===== config.mk =====
export PLATFORM = sky130hd
export DESIGN_NAME = pulse_width_remote_decoder
export DESIGN_NICKNAME = d
export VERILOG_FILES = /design/src/hw/rtl/pwrd_pkg.sv /design/src/hw/rtl/pulse_width_remote_decoder.sv /design/src/hw/rtl/pwrd_front.sv /design/src/hw/rtl/pwrd_queue.sv /design/src/hw/rtl/pwrd_back.sv
export VERILOG_INCLUDE_DIRS = /design/src /design/src/hw/rtl
export SDC_FILE = /design/constraint.sdc
export NUM_CORES = 1
export LEC_CHECK = 0
export ABC_AREA = 1
export BUFFER_PORTS_ARGS = -buffer_cell sky130_fd_sc_hd__buf_2
export CAP_MARGIN = 10
export CORE_ASPECT_RATIO = 2
export CORE_UTILIZATION = 35
export DETAILED_ROUTE_END_ITERATION = 10
export HOLD_SLACK_MARGIN = 0.02
export PLACE_DENSITY = 0.58
export SETUP_SLACK_MARGIN = 0.02
export SKIP_LAST_GASP = 1
export SLEW_MARGIN = 0
export SYNTH_ARGS = -nofsm -noshare
export SYNTH_HDL_FRONTEND = slang
export SYNTH_SLANG_ARGS = --single-unit

===== constraint.sdc =====
create_clock -name clock -period 4.7 [get_ports clock]
set_input_delay 0.47 -clock clock [delete_from_list [all_inputs] [get_ports clock]]
set_output_delay 0.47 -clock clock [all_outputs]
set_load 0.01 [all_outputs]

===== src/hw/rtl/pulse_width_remote_decoder_assert.svh =====
// ---------------------------------------------------------------------------
// Pulse width remote decoder assertion macros
// Short wrappers for the concurrent checks of the decoder top level.
// ---------------------------------------------------------------------------
`ifndef PULSE_WIDTH_REMOTE_DECODER_ASSERT_SVH
`define PULSE_WIDTH_REMOTE_DECODER_ASSERT_SVH

// Condition in this cycle implies consequence in the same cycle.
`define PWRD_ASSERT_SAME(label, clk, rst, ante, cons, msg) \
   label: assert property (@(posedge clk) disable iff (rst) (ante) |-> (cons)) \
      else $error(msg);

// Condition in this cycle implies consequence in the next cycle.
`define PWRD_ASSERT_NEXT(label, clk, rst, ante, cons, msg) \
   label: assert property (@(posedge clk) disable iff (rst) (ante) |=> (cons)) \
      else $error(msg);

`endif


===== src/hw/rtl/pwrd_pkg.sv =====
// ---------------------------------------------------------------------------
// Pulse width remote decoder package
// Shared types, register indexes and constants of the decoder.
// ---------------------------------------------------------------------------
package pwrd_pkg;

   localparam int HEADER_FACTOR = 36;
   localparam int GAP_FACTOR    = 4;
   localparam int HDR_BITS      = 22;
   localparam int GAP_BITS      = 18;
   localparam int CSR_BITS      = 16;
   localparam int COUNT_BITS    = 7;
   localparam int CODE_BITS     = 64;

   localparam logic [COUNT_BITS-1:0] MAX_COUNT = 7'd64;

   localparam int QUEUE_DEPTH = 4;
   localparam int QPTR_BITS   = 2;
   localparam int FILL_BITS   = 3;

   // Register indexes on the configuration port.
   localparam logic [1:0] REG_SHORT_PERIOD = 2'd0;
   localparam logic [1:0] REG_LONG_PERIOD  = 2'd1;
   localparam logic [1:0] REG_TOLERANCE    = 2'd2;
   localparam logic [1:0] REG_MIN_BITS     = 2'd3;

   localparam logic [CSR_BITS-1:0]   SHORT_RESET    = 16'd700;
   localparam logic [CSR_BITS-1:0]   LONG_RESET     = 16'd1400;
   localparam logic [CSR_BITS-1:0]   TOL_RESET      = 16'd200;
   localparam logic [COUNT_BITS-1:0] MIN_BITS_RESET = 7'd12;
   localparam logic [HDR_BITS-1:0]   SHORT_X36_RESET = HDR_BITS'(700 * HEADER_FACTOR);
   localparam logic [HDR_BITS-1:0]   TOL_X36_RESET   = HDR_BITS'(200 * HEADER_FACTOR);
   localparam logic [GAP_BITS-1:0]   SHORT_X4_RESET  = GAP_BITS'(700 * GAP_FACTOR);

   typedef enum logic [1:0] {
      STEP_SEARCH,
      STEP_START,
      STEP_LOW,
      STEP_HIGH
   } step_type;

   // Timing settings as the classifier sees them, with scaled copies.
   typedef struct packed {
      logic [CSR_BITS-1:0] short_period;
      logic [CSR_BITS-1:0] long_period;
      logic [CSR_BITS-1:0] tolerance;
      logic [HDR_BITS-1:0] short_x36;
      logic [HDR_BITS-1:0] tol_x36;
      logic [GAP_BITS-1:0] short_x4;
   } cfg_type;

   // One classified pulse.
   typedef struct packed {
      logic level;
      logic header;
      logic short_hit;
      logic long_hit;
      logic gap;
   } class_type;

endpackage


===== src/hw/rtl/pulse_width_remote_decoder.sv =====
// ---------------------------------------------------------------------------
// Pulse width remote decoder
// Decodes pulse-width coded remote frames from a stream of timed pulses.
// ---------------------------------------------------------------------------
// The decoder takes one pulse beat (level and duration in microseconds) per
// clock cycle and reports one beat per complete frame with the received code
// and its bit count. A front end compares each duration against the header,
// short, long and gap timings and writes the outcome into a four-entry queue;
// a back end runs the frame state machine from that queue and loads a result
// register. Both sides keep moving at one beat per cycle as long as the result
// side is not stalled; a pulse that ends a frame passes through the queue
// and then the result register before its beat reaches the result port.
// While a result beat waits under stall the queue keeps taking pulses until
// it holds four, and then the input stalls. The timing registers must be
// written only while the decoder is idle; the block does not enforce this.
// The scaled header and gap thresholds are formed when a register is
// written, so a pulse costs a single subtract and compare per timing.
`include "pulse_width_remote_decoder_assert.svh"

module pulse_width_remote_decoder
   import pwrd_pkg::*;
#(
   parameter int DURATION_BITS = 24
) (
   input  logic                     clock,
   input  logic                     reset,
   input  logic                     req_valid,
   output logic                     req_stall,
   input  logic                     req_level,
   input  logic [DURATION_BITS-1:0] req_duration,
   output logic                     rsp_valid,
   input  logic                     rsp_stall,
   output logic [CODE_BITS-1:0]     rsp_code,
   output logic [COUNT_BITS-1:0]    rsp_bit_count,
   input  logic                     csr_write,
   input  logic [1:0]               csr_index,
   input  logic [CSR_BITS-1:0]      csr_data
);

   // Timing registers and their scaled copies.
   cfg_type                 cfg_ff;
   logic [COUNT_BITS-1:0]   min_bits_ff;
   logic [HDR_BITS-1:0]     data_x36;
   logic [HDR_BITS-1:0]     data_wide;

   logic      push;
   class_type push_entry;
   logic      q_full;
   logic      q_valid;
   class_type q_entry;
   logic      pop;

   // Times 36 is times 32 plus times 4.
   assign data_wide = {{(HDR_BITS-CSR_BITS){1'b0}}, csr_data};
   assign data_x36  = (data_wide << 5) + (data_wide << 2);

   always_ff @(posedge clock) begin
      if (reset) begin
         cfg_ff.short_period <= SHORT_RESET;
         cfg_ff.long_period  <= LONG_RESET;
         cfg_ff.tolerance    <= TOL_RESET;
         cfg_ff.short_x36    <= SHORT_X36_RESET;
         cfg_ff.tol_x36      <= TOL_X36_RESET;
         cfg_ff.short_x4     <= SHORT_X4_RESET;
         min_bits_ff         <= MIN_BITS_RESET;
      end else if (csr_write) begin
         unique case (csr_index)
            REG_SHORT_PERIOD: begin
               cfg_ff.short_period <= csr_data;
               cfg_ff.short_x36    <= data_x36;
               cfg_ff.short_x4     <= {csr_data, 2'b00};
            end
            REG_LONG_PERIOD: begin
               cfg_ff.long_period <= csr_data;
            end
            REG_TOLERANCE: begin
               cfg_ff.tolerance <= csr_data;
               cfg_ff.tol_x36   <= data_x36;
            end
            REG_MIN_BITS: begin
               min_bits_ff <= csr_data[COUNT_BITS-1:0];
            end
            default: begin
            end
         endcase
      end
   end

   pwrd_front #(
      .DURATION_BITS(DURATION_BITS)
   ) u_front (
      .req_valid   (req_valid),
      .req_stall   (req_stall),
      .req_level   (req_level),
      .req_duration(req_duration),
      .cfg         (cfg_ff),
      .q_full      (q_full),
      .push        (push),
      .push_entry  (push_entry)
   );

   pwrd_queue u_queue (
      .clock     (clock),
      .reset     (reset),
      .push      (push),
      .push_entry(push_entry),
      .full      (q_full),
      .pop       (pop),
      .q_valid   (q_valid),
      .q_entry   (q_entry)
   );

   pwrd_back u_back (
      .clock        (clock),
      .reset        (reset),
      .q_valid      (q_valid),
      .q_entry      (q_entry),
      .pop          (pop),
      .min_bits     (min_bits_ff),
      .rsp_valid    (rsp_valid),
      .rsp_stall    (rsp_stall),
      .rsp_code     (rsp_code),
      .rsp_bit_count(rsp_bit_count)
   );

   // A full queue is never empty, so a stalled input always has work behind it.
   `PWRD_ASSERT_SAME(a_stall_has_work, clock, reset, req_stall, q_valid, "input stalled with an empty queue")

   // A new result beat only follows a pulse taken from the queue.
   `PWRD_ASSERT_NEXT(a_result_from_pop, clock, reset, (!rsp_valid || !rsp_stall) && !pop, !rsp_valid, "result beat without a pulse")

   // The reported bit count saturates at the register width of the code.
   `PWRD_ASSERT_SAME(a_count_bound, clock, reset, rsp_valid, rsp_bit_count <= MAX_COUNT, "bit count above limit")

endmodule


===== src/hw/rtl/pwrd_front.sv =====
// ---------------------------------------------------------------------------
// Pulse width remote decoder front end
// Accepts pulse beats and classifies each duration against the timings.
// ---------------------------------------------------------------------------
module pwrd_front
   import pwrd_pkg::*;
#(
   parameter int DURATION_BITS = 24
) (
   input  logic                     req_valid,
   output logic                     req_stall,
   input  logic                     req_level,
   input  logic [DURATION_BITS-1:0] req_duration,
   input  cfg_type                  cfg,
   input  logic                     q_full,
   output logic                     push,
   output class_type                push_entry
);

   localparam int CW = ((DURATION_BITS > HDR_BITS) ? DURATION_BITS : HDR_BITS) + 1;

   function automatic logic near(input logic [CW-1:0] a, input logic [CW-1:0] b,
                                 input logic [CW-1:0] tol);
      logic [CW-1:0] diff;
      begin
         diff = (a > b) ? (a - b) : (b - a);
         near = (diff < tol);
      end
   endfunction

   logic [CW-1:0] dur;
   logic [CW-1:0] short_w;
   logic [CW-1:0] long_w;
   logic [CW-1:0] tol_w;
   logic [CW-1:0] short36_w;
   logic [CW-1:0] tol36_w;
   logic [CW-1:0] short4_w;

   assign dur       = {{(CW-DURATION_BITS){1'b0}}, req_duration};
   assign short_w   = {{(CW-CSR_BITS){1'b0}}, cfg.short_period};
   assign long_w    = {{(CW-CSR_BITS){1'b0}}, cfg.long_period};
   assign tol_w     = {{(CW-CSR_BITS){1'b0}}, cfg.tolerance};
   assign short36_w = {{(CW-HDR_BITS){1'b0}}, cfg.short_x36};
   assign tol36_w   = {{(CW-HDR_BITS){1'b0}}, cfg.tol_x36};
   assign short4_w  = {{(CW-GAP_BITS){1'b0}}, cfg.short_x4};

   assign req_stall = q_full;
   assign push      = req_valid && !q_full;

   always_comb begin
      push_entry.level     = req_level;
      push_entry.header    = near(dur, short36_w, tol36_w);
      push_entry.short_hit = near(dur, short_w, tol_w);
      push_entry.long_hit  = near(dur, long_w, tol_w);
      push_entry.gap       = (dur >= short4_w);
   end

endmodule


===== src/hw/rtl/pwrd_queue.sv =====
// ---------------------------------------------------------------------------
// Pulse width remote decoder queue
// Small first-in first-out buffer of classified pulses between the halves.
// ---------------------------------------------------------------------------
module pwrd_queue
   import pwrd_pkg::*;
(
   input  logic      clock,
   input  logic      reset,
   input  logic      push,
   input  class_type push_entry,
   output logic      full,
   input  logic      pop,
   output logic      q_valid,
   output class_type q_entry
);

   class_type              entries_ff [QUEUE_DEPTH];
   logic [QPTR_BITS-1:0]   wr_ptr_ff, wr_ptr_in;
   logic [QPTR_BITS-1:0]   rd_ptr_ff, rd_ptr_in;
   logic [FILL_BITS-1:0]   fill_ff, fill_in;

   assign full    = (fill_ff == FILL_BITS'(QUEUE_DEPTH));
   assign q_valid = (fill_ff != '0);
   assign q_entry = entries_ff[rd_ptr_ff];

   always_comb begin
      wr_ptr_in = push ? (wr_ptr_ff + 1'b1) : wr_ptr_ff;
      rd_ptr_in = pop  ? (rd_ptr_ff + 1'b1) : rd_ptr_ff;
      fill_in   = fill_ff;
      if (push && !pop) begin
         fill_in = fill_ff + 1'b1;
      end else if (pop && !push) begin
         fill_in = fill_ff - 1'b1;
      end
   end

   always_ff @(posedge clock) begin
      if (reset) begin
         wr_ptr_ff <= '0;
         rd_ptr_ff <= '0;
         fill_ff   <= '0;
      end else begin
         wr_ptr_ff <= wr_ptr_in;
         rd_ptr_ff <= rd_ptr_in;
         fill_ff   <= fill_in;
      end
   end

   always_ff @(posedge clock) begin
      if (push) begin
         entries_ff[wr_ptr_ff] <= push_entry;
      end
   end

endmodule


===== src/hw/rtl/pwrd_back.sv =====
// ---------------------------------------------------------------------------
// Pulse width remote decoder back end
// Frame state machine, code shift register and registered result beat.
// ---------------------------------------------------------------------------
module pwrd_back
   import pwrd_pkg::*;
(
   input  logic                  clock,
   input  logic                  reset,
   input  logic                  q_valid,
   input  class_type             q_entry,
   output logic                  pop,
   input  logic [COUNT_BITS-1:0] min_bits,
   output logic                  rsp_valid,
   input  logic                  rsp_stall,
   output logic [CODE_BITS-1:0]  rsp_code,
   output logic [COUNT_BITS-1:0] rsp_bit_count
);

   step_type                step_ff, step_in;
   logic [CODE_BITS-1:0]    code_ff, code_in;
   logic [COUNT_BITS-1:0]   count_ff, count_in;
   logic                    low_short_ff, low_short_in;
   logic                    low_long_ff, low_long_in;
   logic                    rsp_valid_ff, rsp_valid_in;
   logic [CODE_BITS-1:0]    rsp_code_ff;
   logic [COUNT_BITS-1:0]   rsp_count_ff;

   logic clear_frame;
   logic push_zero;
   logic push_one;
   logic latch_low;
   logic emit;

   assign pop = q_valid && (!rsp_valid_ff || !rsp_stall);

   always_comb begin
      step_in = step_ff;
      if (pop) begin
         unique case (step_ff)
            STEP_SEARCH: begin
               step_in = (!q_entry.level && q_entry.header) ? STEP_START : STEP_SEARCH;
            end
            STEP_START: begin
               if (q_entry.level) begin
                  step_in = q_entry.short_hit ? STEP_LOW : STEP_SEARCH;
               end
            end
            STEP_LOW: begin
               if (q_entry.level) begin
                  step_in = STEP_SEARCH;
               end else begin
                  step_in = q_entry.gap ? STEP_START : STEP_HIGH;
               end
            end
            STEP_HIGH: begin
               if (q_entry.level && ((low_short_ff && q_entry.long_hit) ||
                                     (low_long_ff && q_entry.short_hit))) begin
                  step_in = STEP_LOW;
               end else begin
                  step_in = STEP_SEARCH;
               end
            end
            default: step_in = STEP_SEARCH;
         endcase
      end
   end

   always_comb begin
      clear_frame = 1'b0;
      push_zero   = 1'b0;
      push_one    = 1'b0;
      latch_low   = 1'b0;
      emit        = 1'b0;
      if (pop) begin
         unique case (step_ff)
            STEP_SEARCH: begin
            end
            STEP_START: begin
               clear_frame = q_entry.level && q_entry.short_hit;
            end
            STEP_LOW: begin
               latch_low = !q_entry.level && !q_entry.gap;
               emit      = !q_entry.level && q_entry.gap && (count_ff >= min_bits);
            end
            STEP_HIGH: begin
               // The zero pattern wins when both patterns match.
               push_zero = q_entry.level && low_short_ff && q_entry.long_hit;
               push_one  = q_entry.level && !push_zero && low_long_ff && q_entry.short_hit;
            end
            default: begin
            end
         endcase
      end
   end

   always_comb begin
      code_in      = code_ff;
      count_in     = count_ff;
      low_short_in = low_short_ff;
      low_long_in  = low_long_ff;
      if (clear_frame) begin
         code_in  = '0;
         count_in = '0;
      end else if (push_zero || push_one) begin
         code_in  = {code_ff[CODE_BITS-2:0], push_one};
         count_in = (count_ff == MAX_COUNT) ? count_ff : (count_ff + 1'b1);
      end
      if (latch_low) begin
         low_short_in = q_entry.short_hit;
         low_long_in  = q_entry.long_hit;
      end
      if (emit) begin
         rsp_valid_in = 1'b1;
      end else if (!rsp_stall) begin
         rsp_valid_in = 1'b0;
      end else begin
         rsp_valid_in = rsp_valid_ff;
      end
   end

   always_ff @(posedge clock) begin
      if (reset) begin
         step_ff      <= STEP_SEARCH;
         code_ff      <= '0;
         count_ff     <= '0;
         low_short_ff <= 1'b0;
         low_long_ff  <= 1'b0;
         rsp_valid_ff <= 1'b0;
      end else begin
         step_ff      <= step_in;
         code_ff      <= code_in;
         count_ff     <= count_in;
         low_short_ff <= low_short_in;
         low_long_ff  <= low_long_in;
         rsp_valid_ff <= rsp_valid_in;
      end
   end

   always_ff @(posedge clock) begin
      if (emit) begin
         rsp_code_ff  <= code_ff;
         rsp_count_ff <= count_ff;
      end
   end

   assign rsp_valid     = rsp_valid_ff;
   assign rsp_code      = rsp_code_ff;
   assign rsp_bit_count = rsp_count_ff;

endmodule


==> flow_metrics.tcl <==
set metrics [dict create \
    syn_area_sq_um 18400 \
    cts.sinks 265 \
    dp_hpwl_um 64000 \
    ys_types 53 \
    die_w_um 164 \
    drcViolationCount 0 \
    clk_path_buf_depth 3 \
    grt_pass1_wl_um 111000 \
    setup.worst_path.end_class "flop" \
    gp_congestion 1.06 \
    drtIter0Drc 1100 \
    cts_tree "done" \
    arrival_ns 4.60 \
    layout.nets 2982 \
    avgRoutedWirePerCell_um 22.2 \
    cp-start-kind "flop" \
    htree_levels 1 \
    status "complete, no violations" \
    via_per_inst 5.18 \
    final_cell_mix "nand2_1, inv_1, a21oi_1" \
    fin_skew_ns 0.0127 \
    max-slew-margin-rel_pct 29.3 \
    path_clk_slew_ns 0.07 \
    antenna_found_initial 3 \
    critPathRequiredTime_ns 4.99 \
    syn_avg_cell_area_sq_um 7.18 \
    crit_fanout 15 \
    drt-pass1-iter-count 6 \
    area_growth_syn_to_layout_pct 14.2 \
    drt_wl_total_um 75900 \
    synth_edf_count 91 \
    crit_type "flop to flop" \
    finalHoldViolations 0 \
    num_rows 118 \
    portBuffers 120 \
    final_util_pct 40.6 \
    ioPinCount 121 \
    slew_viol_final 0 \
    core_area_sq_um 51800 \
    synth_warnings 0 \
    worstHoldPathType "primary input to flop" \
    setup_violations 0 \
    synth_nets 2812 \
    rsz0062_at_grt "false" \
    worst_slew_pin_slew_ns 1.06 \
    start_util_pct 35.5 \
    postRouteAntennaNets 0 \
    die_h_um 326 \
    synth-main-ff-cell "dfxtp_1" \
    cts_made_buffers 25 \
    root_buffer "clkbuf_16" \
    dr_total_vias 17700 \
    clkLatencyLatePin_ns 0.57 \
    post-route-period-util_pct 91.6 \
    layout_commonest_cell "nand2_1" \
    ir_worst_vdd_mv 0.309 \
    dieArea_sq_um 53600 \
    overflow 0 \
    grt_pass1_vias 18000 \
    netlist_instances 2564 \
    async_reset_ff_share_pct 0 \
    drv_cap 0 \
    grt_usage_pct 28.5 \
    fmax_ghz 0.232 \
    powerDensity_nw_per_um2 312 \
    ys_seq_elements 265 \
    finalCriticalPeriod_ns 4.31 \
    fin_setup_tns_ns 0 \
    power.leakage_uw 0.0101 \
    yosysSeqAreaShare_pct 33.8 \
    drive_above_1_share_pct 10.5 \
    grt_max_degree 72 \
]
logic make-up after synthesis:
group	Yosys count	share of synthesized area, %
AOI/OAI and AO/OA	539	16.1
xor gates and xnor gates	64	3.05
adders and majority gates	200	13.9
buffers and inverters	470	10.1
DFF	265	33.8
muxes	8	0.435
and+or+nand+nor	1018	22.7
final timing paths:
kind	slack (ns)	cells past startpoint	startpoint	endpoint
min	0.13	1	req_level	u_queue.entries_ff[0][4]
min reg2reg	0.44	0	u_back.code_ff[63]	u_back.rsp_code[63]
max	0.39	23	cfg_ff[100]	u_queue.entries_ff[2][2]
max reg2reg	0.39	23	cfg_ff[100]	u_queue.entries_ff[2][2]
routing by layer:
layer / track usage [%] / wire length, um
met1: 24.9 / 23700
met2: 53.7 / 39800
met3: 2.68 / 2850
met4: 30.0 / 9560
met5: 0 / 0
state kept, by name (all words and copies together) (netlist names), 2 cells and up, named ones only:
name / cells
u_back.rsp_code: 64
u_back.step_ff: 2
u_back.code_ff: 64
u_queue.wr_ptr_ff: 2
u_queue.fill_ff: 3
cfg_ff: 82
u_queue.rd_ptr_ff: 2
u_back.rsp_bit_count: 7
u_back.count_ff: 7
u_queue.entries_ff: 20
min_bits_ff: 7
layout make-up:
type / count / area (sq um)
diodes: 3 / 7.51
clock buffers: 33 / 687
flip-flops and latches: 265 / 6220
fillers: 5544 / 30800
repair buffers: 203 / 1240
inverters: 410 / 1540
well taps: 660 / 826
multi-input cells: 1829 / 10400
clock inverters: 13 / 124
synth_stat cells, types with 5 or more instances:
library cell  instances  area share (%)
inv_2                 9            0.18
a31oi_1               7            0.24
nand4_1              18            0.61
o21ai_1              21            0.57
fa_1                  7            0.76
nand3_1             115             3.1
buf_2                21            0.57
xor2_1               42             2.0
nor2_2                8            0.27
inv_1               400             8.2
a21o_1               11            0.45
o21ai_0             132             3.6
a21boi_0              7            0.29
a21oi_1             287             7.8
xnor2_1              22             1.0
o211ai_1             36             1.5
nor2_1              163             3.3
dfxtp_1             174              19
buf_6                 7            0.43
nor3_1               25            0.68
nand2_2               5            0.17
nand2_1             661              13
o21bai_1             14            0.57
edfxtp_1             91              15
a211oi_1              5            0.20
mux2i_1               8            0.44
ha_1                193              13
clkbuf_1             29            0.59
repair_timing:
item	in CTS	in global routing
gates resized for setup	0	10
setup buffers	0	0
setup endpoints to repair	0	8
hold buffers	0	0
power by group:
group | leakage, uW | switching [uW] | internal [uW] | total (uW)
logic | 0.00728 | 1330 | 650 | 1980
clock network | 0.000393 | 942 | 1100 | 2050
registers | 0.00241 | 79.8 | 2450 | 2530
critical path, cell delays in order (launching register included):
cell and delay, ns:
dfxtp_1 0.34, ha_1 0.41, nand2_1 0.26, nor2_2 0.28, nand3_1 0.11, nand3_1 0.14
nand2_1 0.08, nand2_2 0.08, nand2_4 0.14, buf_4 0.21, o21ai_1 0.12, buf_4 0.18
xor2_1 0.24, inv_1 0.07, ha_1 0.28, inv_1 0.05, nor3_1 0.22, nand3_1 0.10
nand3_1 0.15, nand4_1 0.11, nand2_1 0.08, nand3_1 0.06, a21boi_0 0.17, nor2_1 0.12
through the flow:
stage | instances | total power [uW] | setup WS, ns | instance area, sq um | hold slack, ns
after detailed placement | 3367 | 4530 | -0.147 | 20200 | 0.422
after CTS | 3413 | 6580 | 0.205 | 21000 | 0.112
after floorplan | 2564 | 3750 | 1.20 | 18400 | 0.409
after global routing | 3413 | 6880 | 0.0998 | 21000 | 0.117
final | 3416 | 6550 | 0.395 | 21000 | 0.135
after global placement | 3367 | 4500 | 0.00380 | 20200 | 0.426
No activity file was read; power rests on OpenSTA's default activity.
